==> src/rtl/core/ip_address_text_validator_assert.svh <==
// assertion macros shared by the validator modules
`ifndef IP_ADDRESS_TEXT_VALIDATOR_ASSERT_SVH
`define IP_ADDRESS_TEXT_VALIDATOR_ASSERT_SVH

// checked outside reset
`define IPV_ASSERT(label, prop, msg) \
  label: assert property (@(posedge clk) disable iff (!rst_n) prop) else $error(msg);

// checked at every edge, reset included
`define IPV_ASSERT_ALWAYS(label, prop, msg) \
  label: assert property (@(posedge clk) prop) else $error(msg);

`endif

==> src/rtl/core/ipv_pkg.sv <==
// ----------------------------------------------------------------------------
// ipv_pkg
// shared types and constants of the address text validator
// ----------------------------------------------------------------------------
package ipv_pkg;

  localparam logic [1:0] CLASS_V4   = 2'd0;
  localparam logic [1:0] CLASS_V6   = 2'd1;
  localparam logic [1:0] CLASS_NONE = 2'd2;

  localparam logic [7:0] CH_DOT   = 8'h2e;
  localparam logic [7:0] CH_COLON = 8'h3a;
  localparam logic [7:0] CH_0     = 8'h30;
  localparam logic [7:0] CH_9     = 8'h39;
  localparam logic [7:0] CH_LA    = 8'h61;
  localparam logic [7:0] CH_LF    = 8'h66;
  localparam logic [7:0] CH_UA    = 8'h41;
  localparam logic [7:0] CH_UF    = 8'h46;

  localparam int V4_VAL_W = 10;
  localparam int V4_PRD_W = 12;
  localparam int V4_CNT_W = 3;
  localparam int V4_GRP_W = 3;
  localparam int V6_CNT_W = 3;
  localparam int V6_GRP_W = 4;

  localparam logic [V4_VAL_W-1:0] V4_VAL_MAX = 10'd255;
  localparam logic [V4_VAL_W-1:0] V4_VAL_SAT = 10'd256;
  localparam logic [V4_CNT_W-1:0] V4_DIG_MAX = 3'd3;
  localparam logic [V4_CNT_W-1:0] V4_DIG_SAT = 3'd4;
  localparam logic [V4_GRP_W-1:0] V4_GRP_MAX = 3'd3;
  localparam logic [V4_GRP_W-1:0] V4_GRP_SAT = 3'd4;
  localparam logic [V6_CNT_W-1:0] V6_DIG_MAX = 3'd4;
  localparam logic [V6_CNT_W-1:0] V6_DIG_SAT = 3'd5;
  localparam logic [V6_GRP_W-1:0] V6_GRP_MAX = 4'd7;
  localparam logic [V6_GRP_W-1:0] V6_GRP_SAT = 4'd8;

  // queue between classifier and state update
  localparam int QDEPTH = 2;
  localparam int QPTR_W = (QDEPTH > 1) ? $clog2(QDEPTH) : 1;
  localparam int QCNT_W = $clog2(QDEPTH + 1);

  typedef struct packed {
    logic       is_digit;
    logic       is_hex;
    logic       is_dot;
    logic       is_colon;
    logic [3:0] digit;
    logic       last;
  } chr_t;

  typedef struct packed {
    logic valid;
    chr_t data;
  } q_push_t;

  typedef struct packed {
    logic valid;
    chr_t data;
  } q_head_t;

endpackage

==> src/rtl/core/ipv_in_if.sv <==
// ----------------------------------------------------------------------------
// ipv_in_if
// character channel: one text byte and an end-of-string flag per item
// ----------------------------------------------------------------------------
interface ipv_in_if;
  logic       valid;
  logic       ready;
  logic [7:0] char_in;
  logic       last;

  modport source (output valid, output char_in, output last, input ready);
  modport sink   (input valid, input char_in, input last, output ready);
endinterface

==> src/rtl/core/ipv_out_if.sv <==
// ----------------------------------------------------------------------------
// ipv_out_if
// result channel: one address class per item
// ----------------------------------------------------------------------------
interface ipv_out_if;
  logic       valid;
  logic       ready;
  logic [1:0] addr_class;

  modport source (output valid, output addr_class, input ready);
  modport sink   (input valid, input addr_class, output ready);
endinterface

==> src/rtl/core/ipv_front.sv <==
// ----------------------------------------------------------------------------
// ipv_front
// accepts characters and sorts each into digit, hex, dot, colon or other
// ----------------------------------------------------------------------------
module ipv_front (
  ipv_in_if.sink          in_if,
  input  logic            q_ready,
  output ipv_pkg::q_push_t push
);

  logic [7:0] c;

  assign c           = in_if.char_in;
  assign in_if.ready = q_ready;

  always_comb begin
    push.valid         = in_if.valid;
    push.data.is_digit = (c >= ipv_pkg::CH_0) && (c <= ipv_pkg::CH_9);
    push.data.is_hex   = push.data.is_digit ||
                         ((c >= ipv_pkg::CH_LA) && (c <= ipv_pkg::CH_LF)) ||
                         ((c >= ipv_pkg::CH_UA) && (c <= ipv_pkg::CH_UF));
    push.data.is_dot   = (c == ipv_pkg::CH_DOT);
    push.data.is_colon = (c == ipv_pkg::CH_COLON);
    push.data.digit    = 4'(c - ipv_pkg::CH_0);
    push.data.last     = in_if.last;
  end

endmodule

==> src/rtl/core/ipv_queue.sv <==
// ----------------------------------------------------------------------------
// ipv_queue
// short fifo of classified characters between front and back
// ----------------------------------------------------------------------------
`include "ip_address_text_validator_assert.svh"

module ipv_queue (
  input  logic             clk,
  input  logic             rst_n,
  input  ipv_pkg::q_push_t push,
  output logic             q_ready,
  input  logic             pop,
  output ipv_pkg::q_head_t head
);

  ipv_pkg::chr_t                  mem_r [ipv_pkg::QDEPTH];
  logic [ipv_pkg::QPTR_W-1:0]     wr_ptr_r, wr_ptr_nxt;
  logic [ipv_pkg::QPTR_W-1:0]     rd_ptr_r, rd_ptr_nxt;
  logic [ipv_pkg::QCNT_W-1:0]     count_r, count_nxt;
  logic                           do_push;

  assign q_ready    = (count_r != ipv_pkg::QCNT_W'(ipv_pkg::QDEPTH));
  assign do_push    = push.valid && q_ready;
  assign head.valid = (count_r != '0);
  assign head.data  = mem_r[rd_ptr_r];

  always_comb begin
    wr_ptr_nxt = wr_ptr_r;
    rd_ptr_nxt = rd_ptr_r;
    count_nxt  = count_r;
    if (do_push) begin
      wr_ptr_nxt = (wr_ptr_r == ipv_pkg::QPTR_W'(ipv_pkg::QDEPTH - 1)) ? '0 : wr_ptr_r + 1'b1;
    end
    if (pop) begin
      rd_ptr_nxt = (rd_ptr_r == ipv_pkg::QPTR_W'(ipv_pkg::QDEPTH - 1)) ? '0 : rd_ptr_r + 1'b1;
    end
    if (do_push && !pop) begin
      count_nxt = count_r + 1'b1;
    end else if (pop && !do_push) begin
      count_nxt = count_r - 1'b1;
    end
  end

  always_ff @(posedge clk) begin
    if (!rst_n) begin
      wr_ptr_r <= '0;
      rd_ptr_r <= '0;
      count_r  <= '0;
    end else begin
      wr_ptr_r <= wr_ptr_nxt;
      rd_ptr_r <= rd_ptr_nxt;
      count_r  <= count_nxt;
    end
  end

  always_ff @(posedge clk) begin
    if (do_push) begin
      mem_r[wr_ptr_r] <= push.data;
    end
  end

  `IPV_ASSERT(a_pop_nonempty, pop |-> head.valid, "pop from empty queue")
  `IPV_ASSERT(a_count_bound, count_r <= ipv_pkg::QCNT_W'(ipv_pkg::QDEPTH), "queue count overflow")
  `IPV_ASSERT_ALWAYS(a_reset_empty, !rst_n |=> count_r == '0, "queue not empty after reset")

endmodule

==> src/rtl/core/ipv_back.sv <==
// ----------------------------------------------------------------------------
// ipv_back
// per-string ipv4 and ipv6 state update and the registered class result
// ----------------------------------------------------------------------------
`include "ip_address_text_validator_assert.svh"

module ipv_back (
  input  logic             clk,
  input  logic             rst_n,
  input  ipv_pkg::q_head_t head,
  output logic             pop,
  ipv_out_if.source        out_if
);

  logic                           v4_ok_r, v4_ok_nxt;
  logic                           v6_ok_r, v6_ok_nxt;
  logic                           seen_dot_r, seen_dot_nxt;
  logic                           seen_colon_r, seen_colon_nxt;
  logic [ipv_pkg::V4_GRP_W-1:0]   v4_grp_r, v4_grp_nxt;
  logic [ipv_pkg::V4_CNT_W-1:0]   v4_cnt_r, v4_cnt_nxt;
  logic [ipv_pkg::V4_VAL_W-1:0]   v4_val_r, v4_val_nxt;
  logic                           v4_lead_r, v4_lead_nxt;
  logic [ipv_pkg::V6_GRP_W-1:0]   v6_grp_r, v6_grp_nxt;
  logic [ipv_pkg::V6_CNT_W-1:0]   v6_cnt_r, v6_cnt_nxt;
  logic [ipv_pkg::V4_PRD_W-1:0]   v4_prod;
  logic [1:0]                     cls;
  logic                           out_valid_r;
  logic [1:0]                     out_class_r;
  ipv_pkg::chr_t                  ch;

  assign ch  = head.data;
  assign pop = head.valid && (!ch.last || !out_valid_r || out_if.ready);

  assign out_if.valid      = out_valid_r;
  assign out_if.addr_class = out_class_r;

  // value times ten plus digit
  assign v4_prod = (ipv_pkg::V4_PRD_W'(v4_val_r) << 3) + (ipv_pkg::V4_PRD_W'(v4_val_r) << 1) +
                   ipv_pkg::V4_PRD_W'(ch.digit);

  always_comb begin
    v4_ok_nxt      = v4_ok_r;
    v6_ok_nxt      = v6_ok_r;
    seen_dot_nxt   = seen_dot_r || ch.is_dot;
    seen_colon_nxt = seen_colon_r || ch.is_colon;
    v4_grp_nxt     = v4_grp_r;
    v4_cnt_nxt     = v4_cnt_r;
    v4_val_nxt     = v4_val_r;
    v4_lead_nxt    = v4_lead_r;
    v6_grp_nxt     = v6_grp_r;
    v6_cnt_nxt     = v6_cnt_r;

    if (ch.is_digit) begin
      if (v4_cnt_r == '0) begin
        v4_lead_nxt = (ch.digit == 4'd0);
      end else if (v4_lead_r) begin
        v4_ok_nxt = 1'b0;
      end
      if (v4_cnt_r < ipv_pkg::V4_DIG_SAT) begin
        v4_cnt_nxt = v4_cnt_r + 1'b1;
      end
      if (v4_cnt_nxt > ipv_pkg::V4_DIG_MAX) begin
        v4_ok_nxt = 1'b0;
      end
      if (v4_prod > ipv_pkg::V4_PRD_W'(ipv_pkg::V4_VAL_MAX)) begin
        v4_ok_nxt  = 1'b0;
        v4_val_nxt = ipv_pkg::V4_VAL_SAT;
      end else begin
        v4_val_nxt = v4_prod[ipv_pkg::V4_VAL_W-1:0];
      end
    end else if (ch.is_dot) begin
      if (v4_cnt_r == '0) begin
        v4_ok_nxt = 1'b0;
      end
      if (v4_grp_r < ipv_pkg::V4_GRP_SAT) begin
        v4_grp_nxt = v4_grp_r + 1'b1;
      end
      if (v4_grp_nxt > ipv_pkg::V4_GRP_MAX) begin
        v4_ok_nxt = 1'b0;
      end
      v4_cnt_nxt  = '0;
      v4_val_nxt  = '0;
      v4_lead_nxt = 1'b0;
    end else begin
      v4_ok_nxt = 1'b0;
    end

    if (ch.is_hex) begin
      if (v6_cnt_r < ipv_pkg::V6_DIG_SAT) begin
        v6_cnt_nxt = v6_cnt_r + 1'b1;
      end
      if (v6_cnt_nxt > ipv_pkg::V6_DIG_MAX) begin
        v6_ok_nxt = 1'b0;
      end
    end else if (ch.is_colon) begin
      if (v6_cnt_r == '0) begin
        v6_ok_nxt = 1'b0;
      end
      if (v6_grp_r < ipv_pkg::V6_GRP_SAT) begin
        v6_grp_nxt = v6_grp_r + 1'b1;
      end
      if (v6_grp_nxt > ipv_pkg::V6_GRP_MAX) begin
        v6_ok_nxt = 1'b0;
      end
      v6_cnt_nxt = '0;
    end else begin
      v6_ok_nxt = 1'b0;
    end

    priority if (seen_dot_nxt) begin
      cls = (v4_ok_nxt && (v4_cnt_nxt != '0) && (v4_grp_nxt == ipv_pkg::V4_GRP_MAX)) ?
            ipv_pkg::CLASS_V4 : ipv_pkg::CLASS_NONE;
    end else if (seen_colon_nxt) begin
      cls = (v6_ok_nxt && (v6_cnt_nxt != '0) && (v6_grp_nxt == ipv_pkg::V6_GRP_MAX)) ?
            ipv_pkg::CLASS_V6 : ipv_pkg::CLASS_NONE;
    end else begin
      cls = ipv_pkg::CLASS_NONE;
    end
  end

  always_ff @(posedge clk) begin
    if (!rst_n || (pop && ch.last)) begin
      v4_ok_r      <= 1'b1;
      v6_ok_r      <= 1'b1;
      seen_dot_r   <= 1'b0;
      seen_colon_r <= 1'b0;
      v4_grp_r     <= '0;
      v4_cnt_r     <= '0;
      v4_val_r     <= '0;
      v4_lead_r    <= 1'b0;
      v6_grp_r     <= '0;
      v6_cnt_r     <= '0;
    end else if (pop) begin
      v4_ok_r      <= v4_ok_nxt;
      v6_ok_r      <= v6_ok_nxt;
      seen_dot_r   <= seen_dot_nxt;
      seen_colon_r <= seen_colon_nxt;
      v4_grp_r     <= v4_grp_nxt;
      v4_cnt_r     <= v4_cnt_nxt;
      v4_val_r     <= v4_val_nxt;
      v4_lead_r    <= v4_lead_nxt;
      v6_grp_r     <= v6_grp_nxt;
      v6_cnt_r     <= v6_cnt_nxt;
    end
  end

  always_ff @(posedge clk) begin
    if (!rst_n) begin
      out_valid_r <= 1'b0;
    end else if (pop && ch.last) begin
      out_valid_r <= 1'b1;
    end else if (out_if.ready) begin
      out_valid_r <= 1'b0;
    end
  end

  always_ff @(posedge clk) begin
    if (pop && ch.last) begin
      out_class_r <= cls;
    end
  end

  `IPV_ASSERT(a_last_gives_result, pop && ch.last |=> out_valid_r, "no result after last item")
  `IPV_ASSERT(a_clear_after_last, pop && ch.last |=> v4_ok_r && v6_ok_r && !seen_dot_r && !seen_colon_r && v4_cnt_r == '0 && v6_grp_r == '0, "state not cleared after last item")
  `IPV_ASSERT(a_v4_saturation, v4_val_r <= ipv_pkg::V4_VAL_SAT && v4_cnt_r <= ipv_pkg::V4_DIG_SAT, "ipv4 group tracking past saturation")
  `IPV_ASSERT(a_no_overwrite, out_valid_r && !out_if.ready |-> !(pop && ch.last), "pending result overwritten")

endmodule

==> src/rtl/core/ip_address_text_validator.sv <==
// ----------------------------------------------------------------------------
// ip_address_text_validator
// Takes address text one character per item, last set on the final one, and
// returns one class per string: 0 IPv4, 1 IPv6, 2 neither. It sustains one
// character per cycle; the figure is set by the state update in the back
// end, which applies one queued character each clock. Characters pass
// through a two-entry queue, and the class is loaded into the output
// register when the last character is popped from it. While a result waits
// to be taken, characters of the next string keep flowing; only that
// string's last character waits for the result register to free up.
// ----------------------------------------------------------------------------
module ip_address_text_validator (
  input  logic       clk,
  input  logic       rst_n,
  ipv_in_if.sink     in_if,
  ipv_out_if.source  out_if
);

  ipv_pkg::q_push_t push;
  ipv_pkg::q_head_t head;
  logic             q_ready;
  logic             pop;

  ipv_front u_front (
    .in_if   (in_if),
    .q_ready (q_ready),
    .push    (push)
  );

  ipv_queue u_queue (
    .clk     (clk),
    .rst_n   (rst_n),
    .push    (push),
    .q_ready (q_ready),
    .pop     (pop),
    .head    (head)
  );

  ipv_back u_back (
    .clk    (clk),
    .rst_n  (rst_n),
    .head   (head),
    .pop    (pop),
    .out_if (out_if)
  );

endmodule
==> src/flat_wrapper.sv <==
// flat-port wrapper written by rule: the top's interface ports become plain ports
module ip_address_text_validator_flat 
  (clk, rst_n, in_if_valid, in_if_char_in, in_if_last, in_if_ready, out_if_valid, out_if_addr_class, out_if_ready);
  ipv_in_if in_if_i ();
  ipv_out_if out_if_i ();
  input  logic clk;
  input  logic rst_n;
  input wire logic [$bits(in_if_i.valid)-1:0] in_if_valid;
  input wire logic [$bits(in_if_i.char_in)-1:0] in_if_char_in;
  input wire logic [$bits(in_if_i.last)-1:0] in_if_last;
  output wire logic [$bits(in_if_i.ready)-1:0] in_if_ready;
  output wire logic [$bits(out_if_i.valid)-1:0] out_if_valid;
  output wire logic [$bits(out_if_i.addr_class)-1:0] out_if_addr_class;
  input wire logic [$bits(out_if_i.ready)-1:0] out_if_ready;
  assign in_if_i.valid = in_if_valid;
  assign in_if_i.char_in = in_if_char_in;
  assign in_if_i.last = in_if_last;
  assign in_if_ready = in_if_i.ready;
  assign out_if_valid = out_if_i.valid;
  assign out_if_addr_class = out_if_i.addr_class;
  assign out_if_i.ready = out_if_ready;
  ip_address_text_validator u_core (.clk(clk), .rst_n(rst_n), .in_if(in_if_i), .out_if(out_if_i));
endmodule
==> config.mk <==
export PLATFORM = sky130hd
export DESIGN_NAME = ip_address_text_validator_flat
export DESIGN_NICKNAME = d
export VERILOG_FILES = /design/src/rtl/core/ipv_pkg.sv /design/src/rtl/core/ipv_in_if.sv /design/src/rtl/core/ipv_out_if.sv /design/src/rtl/core/ipv_front.sv /design/src/rtl/core/ipv_queue.sv /design/src/rtl/core/ipv_back.sv /design/src/rtl/core/ip_address_text_validator.sv /design/src/flat_wrapper.sv
export VERILOG_INCLUDE_DIRS = /design/src /design/src/rtl/core
export SDC_FILE = /design/constraint.sdc
export NUM_CORES = 1
export LEC_CHECK = 0
export BUFFER_PORTS_ARGS = -buffer_cell sky130_fd_sc_hd__buf_2
export CAP_MARGIN = 20
export CORE_MARGIN = 1
export CORE_UTILIZATION = 60
export CTS_CLUSTER_DIAMETER = 30
export CTS_CLUSTER_SIZE = 10
export DETAILED_ROUTE_END_ITERATION = 10
export GPL_TIMING_DRIVEN = 0
export HOLD_SLACK_MARGIN = 0.12
export PLACE_DENSITY_LB_ADDON = 0.12
export RECOVER_POWER = 100
export SYNTH_ARGS = -nofsm -noshare
export SYNTH_HDL_FRONTEND = slang
export SYNTH_SLANG_ARGS = --single-unit
==> constraint.sdc <==
create_clock -name clk -period 4.2 [get_ports clk]
set_input_delay 0.84 -clock clk [delete_from_list [all_inputs] [get_ports clk]]
set_output_delay 0.84 -clock clk [all_outputs]
set_load 0.1 [all_outputs]
==> summary.md <==
| Metric | Value |
|---|---|
| Status | completed |
| CP arrival | 3940 ps |
| DP Wirelength | 4.30 mm |
| Number of post-CTS setup repair buffers | 0 |
| Commonest non-fill, non-tap cell in the layout | dfxtp_1 |
| Global route total overflow | 0 |
| Most frequent cells in the layout | dfxtp_1, nor2_1, ha_1, nand2_1, edfxtp_1 |
| Final period util | 92.2% |
| Post-synth top flop | dfxtp_1 |
| GPL Wtd Cong | 0.812 |
| Post-synth top area cell | dfxtp_1 |
| Buf+Inv Stages, Crit Path | 2 |
| Cell area after synthesis | 0.00316 mm² |
| Hold buffers post-CTS | 0 |
| Xor/xnor share of the synthesized area | 2.77% |
| Clock share of power | 15.9% |
| Effective utilization at floorplan | 62.2% |
| Via density | 5.89 |
| F_max | 258 MHz |
| # DRC | 0 |
| Syn Nets | 349 |
| CP top delay family | compound AO/OA/AOI/OAI gates |
| Hold WS | 466 ps |
| Post-Route WL | 5.69 mm |
| RSZ-0062 raised after global routing | no |
| Critical Path, Cell by Cell | buf_6 -> buf_2 -> mux2_1 -> fa_1 -> fa_1 -> a211oi_1 -> o211ai_1 -> and2_0 -> o221ai_2 -> nand2_1 -> o31a_1 |
| I/O Pins | 17 |
| Post-synthesis sequential area ratio | 40.6% |
| Core Box Area | 0.00507 mm² |
| CP required | 4270 ps |
| Slowest CP cell | fa_1 |
| Worst Tran Pin Value | 1160 ps |
| Clock transition at path regs | 100 ps |
| 1st-iter DRT viols | 151 |
| H-tree levels | 2 |
| Total negative slack | 0 ps |
| Syn avg cell area | 10.2 µm² |
| Maximum vdd drop | 0.000489 V |
| Final slew viol count | 0 |
| Met3 wire len | 171 µm |
| Routed wl met2 | 2.65 mm |
| Fraction of the mapped netlist area in adder cells | 11.2% |
| CTS tree | yes |
| Async set-reset flop share out of synthesis | 0% |
| Seq pwr share | 38.8% |
| Largest net degree at the start of global routing | 18 |
| Sw power | 733 µW |
| Crit. End Element | flop |
| Startpoint class of the critical path | flop |
| Compound-Gate Fraction of Synth Area | 18.5% |
| Mux cell area share after synthesis | 3.80% |
| Leak pwr | 0.00131 µW |
| Final Hold Viols | 0 |
| Clock latency on the worst-skew pair | 310 ps |
| Uppermost routed layer | met4 |
| Share of cells above drive strength 1 | 11.1% |
| Yosys top cell area share | 21.6% |
| Cells after Synth | 309 |
| Row count | 26 |
| ANT nets after route | 0 |
| Crit-path max cell delay | 510 ps |
| Post-CTS Resized | 0 |
| Layout Area Growth over Synthesis | 5.27% |
| Ys Warns | 0 |
| Sw Ratio | 40.8% |
| Number of synthesized flops with an enable pin | 20 |
| Routed len/inst | 14.1 µm |
| Hold Path Class | reg -> reg |
| Diodes inserted | 0 |
| Seq cells post-synth | 54 |
| Final setup viols | 0 |
| TritonRoute pass-1 iters | 4 |
| Final Skew | 12.4 ps |
| Max-Cap Viols | 0 |
| Crit-path most repeated cell | fa_1 |
| CTS Sinks | 54 |
| TritonCTS Buffers | 5 |
| DRT met1 WL | 2.80 mm |
| Layout Nets | 372 |
| Vias after detailed routing | 2375 |
| Comb pwr share | 45.3% |
| Chip height | 74.6 µm |
| Root buf cell | clkbuf_8 |
| Power per Cell Area | 540 mW/mm² |
| Maximum buffer depth of the clock tree | 2 |
| Crit path time final | 3870 ps |
| Initial antenna violation count | 0 |
| Die width | 74.6 µm |
| Count of input and output buffers | 16 |
| Relative slew slack | 22.9% |
| Critical path fanouts, max | 10 |
| Top post-synthesis cells by area | dfxtp_1, edfxtp_1, ha_1, o2bb2ai_2, nor2_1 |
| First-pass GRT wire length | 9.36 mm |
| Yosys cell types | 67 |
| Internal | 1060 µW |
| Main combinational cell family by area after synthesis | simple AND/OR/NAND/NOR gates |
| Simple-gate area share of the yosys netlist | 18.9% |
| Gr usage total | 22.6% |
| Vias in the first global route | 2044 |
| Setup CP Type | reg -> reg |
| Die area | 0.00556 mm² |
-- path summary, 6_finish.rpt --
path | depth (start not counted) | endpoint | slack (ps) | from
max | 11 | u_core.u_back.out_if.addr_class[1]$_DFFE_PP_ | 330 | flop
min | 1 | u_core.u_back.v6_ok_r$_SDFFE_PP1P_ | 470 | u_core.u_back.v6_ok_r$_SDFFE_PP1P_
max reg2reg | 11 | u_core.u_back.out_if.addr_class[1]$_DFFE_PP_ | 330 | flop
min reg2reg | 1 | u_core.u_back.v6_ok_r$_SDFFE_PP1P_ | 470 | u_core.u_back.v6_ok_r$_SDFFE_PP1P_
-- power by group through the flow --
| stage | logic [µW] | registers (µW) | clock network, µW |
|---|---|---|---|
| floorplan | 679 | 732 | 0 |
| global placement | 859 | 709 | 0 |
| detailed placement | 873 | 711 | 0 |
| finish | 813 | 697 | 285 |
| global route | 907 | 709 | 315 |
| CTS | 877 | 701 | 294 |
-- cell type report --
class | count | area, µm²
Timing Repair Buffer | 16 | 70.1
Fill cell | 459 | 1750
Sequential cell | 54 | 1280
Clock inverter | 2 | 13.8
Inverter | 14 | 53.8
Tap cell | 70 | 87.6
Clock buffer | 6 | 72.6
Buffer | 10 | 61.3
Multi-Input combinational cell | 231 | 1680
-- metal layers --
layer	global-route usage, %	vias to the layer above
met5	0	-
met4	7.13	0
met3	4.47	7
met2	37.0	45
met1	30.1	1129
li1	-	1194
-- flip-flops by register name, indices dropped and copies added (netlist names), named ones only --
register,flops
u_core.u_back.v4_grp_r,3
u_core.u_back.out_if.addr_class,2
u_core.u_queue.wr_ptr_r,1
u_core.u_back.seen_colon_r,1
u_core.u_queue.rd_ptr_r,1
u_core.u_back.v6_ok_r,1
u_core.u_back.seen_dot_r,1
u_core.u_back.v4_lead_r,1
u_core.u_back.v4_ok_r,1
u_core.u_back.out_if.valid,1
u_core.u_back.v4_val_r,10
u_core.u_back.v6_grp_r,4
u_core.u_queue.mem_r,18
u_core.u_back.v4_cnt_r,3
u_core.u_queue.count_r,2
u_core.u_back.v6_cnt_r,3
-- synthesized netlist by cell type, types with 4 or more instances --
cell and count:
nor2b_1 4, ha_1 25, nand2b_1 4, nand2_1 20, nor3_1 11, a31oi_1 5
nand3_1 7, xnor2_1 6, dfxtp_1 34, edfxtp_1 20, xor2_1 4, o2bb2ai_2 7
nor2_1 26, o31ai_1 4, a21oi_1 17, mux2_2 6, o21ai_0 7, nor3b_1 5
inv_1 13, and2_1 7
-- kinds of logic after synthesis --
logic type,count (synthesis)
buf+inv,24
simple gates,109
compound gates,75
fa+ha+maj,27
xor+xnor,10
mux,10
flops,54
-- through the flow --
step	util [%]	total power, µW	area, µm²	cells	setup slack (ps)
finish	65.5	1800	3320	403	329
global route	65.5	1930	3320	403	56.9
CTS	67.2	1870	3410	403	302
detailed placement	65.5	1580	3330	395	337
global placement	65.5	1570	3330	395	392
floorplan	-	1410	3160	309	687
Note: power is estimated with default switching activity, not from simulation.
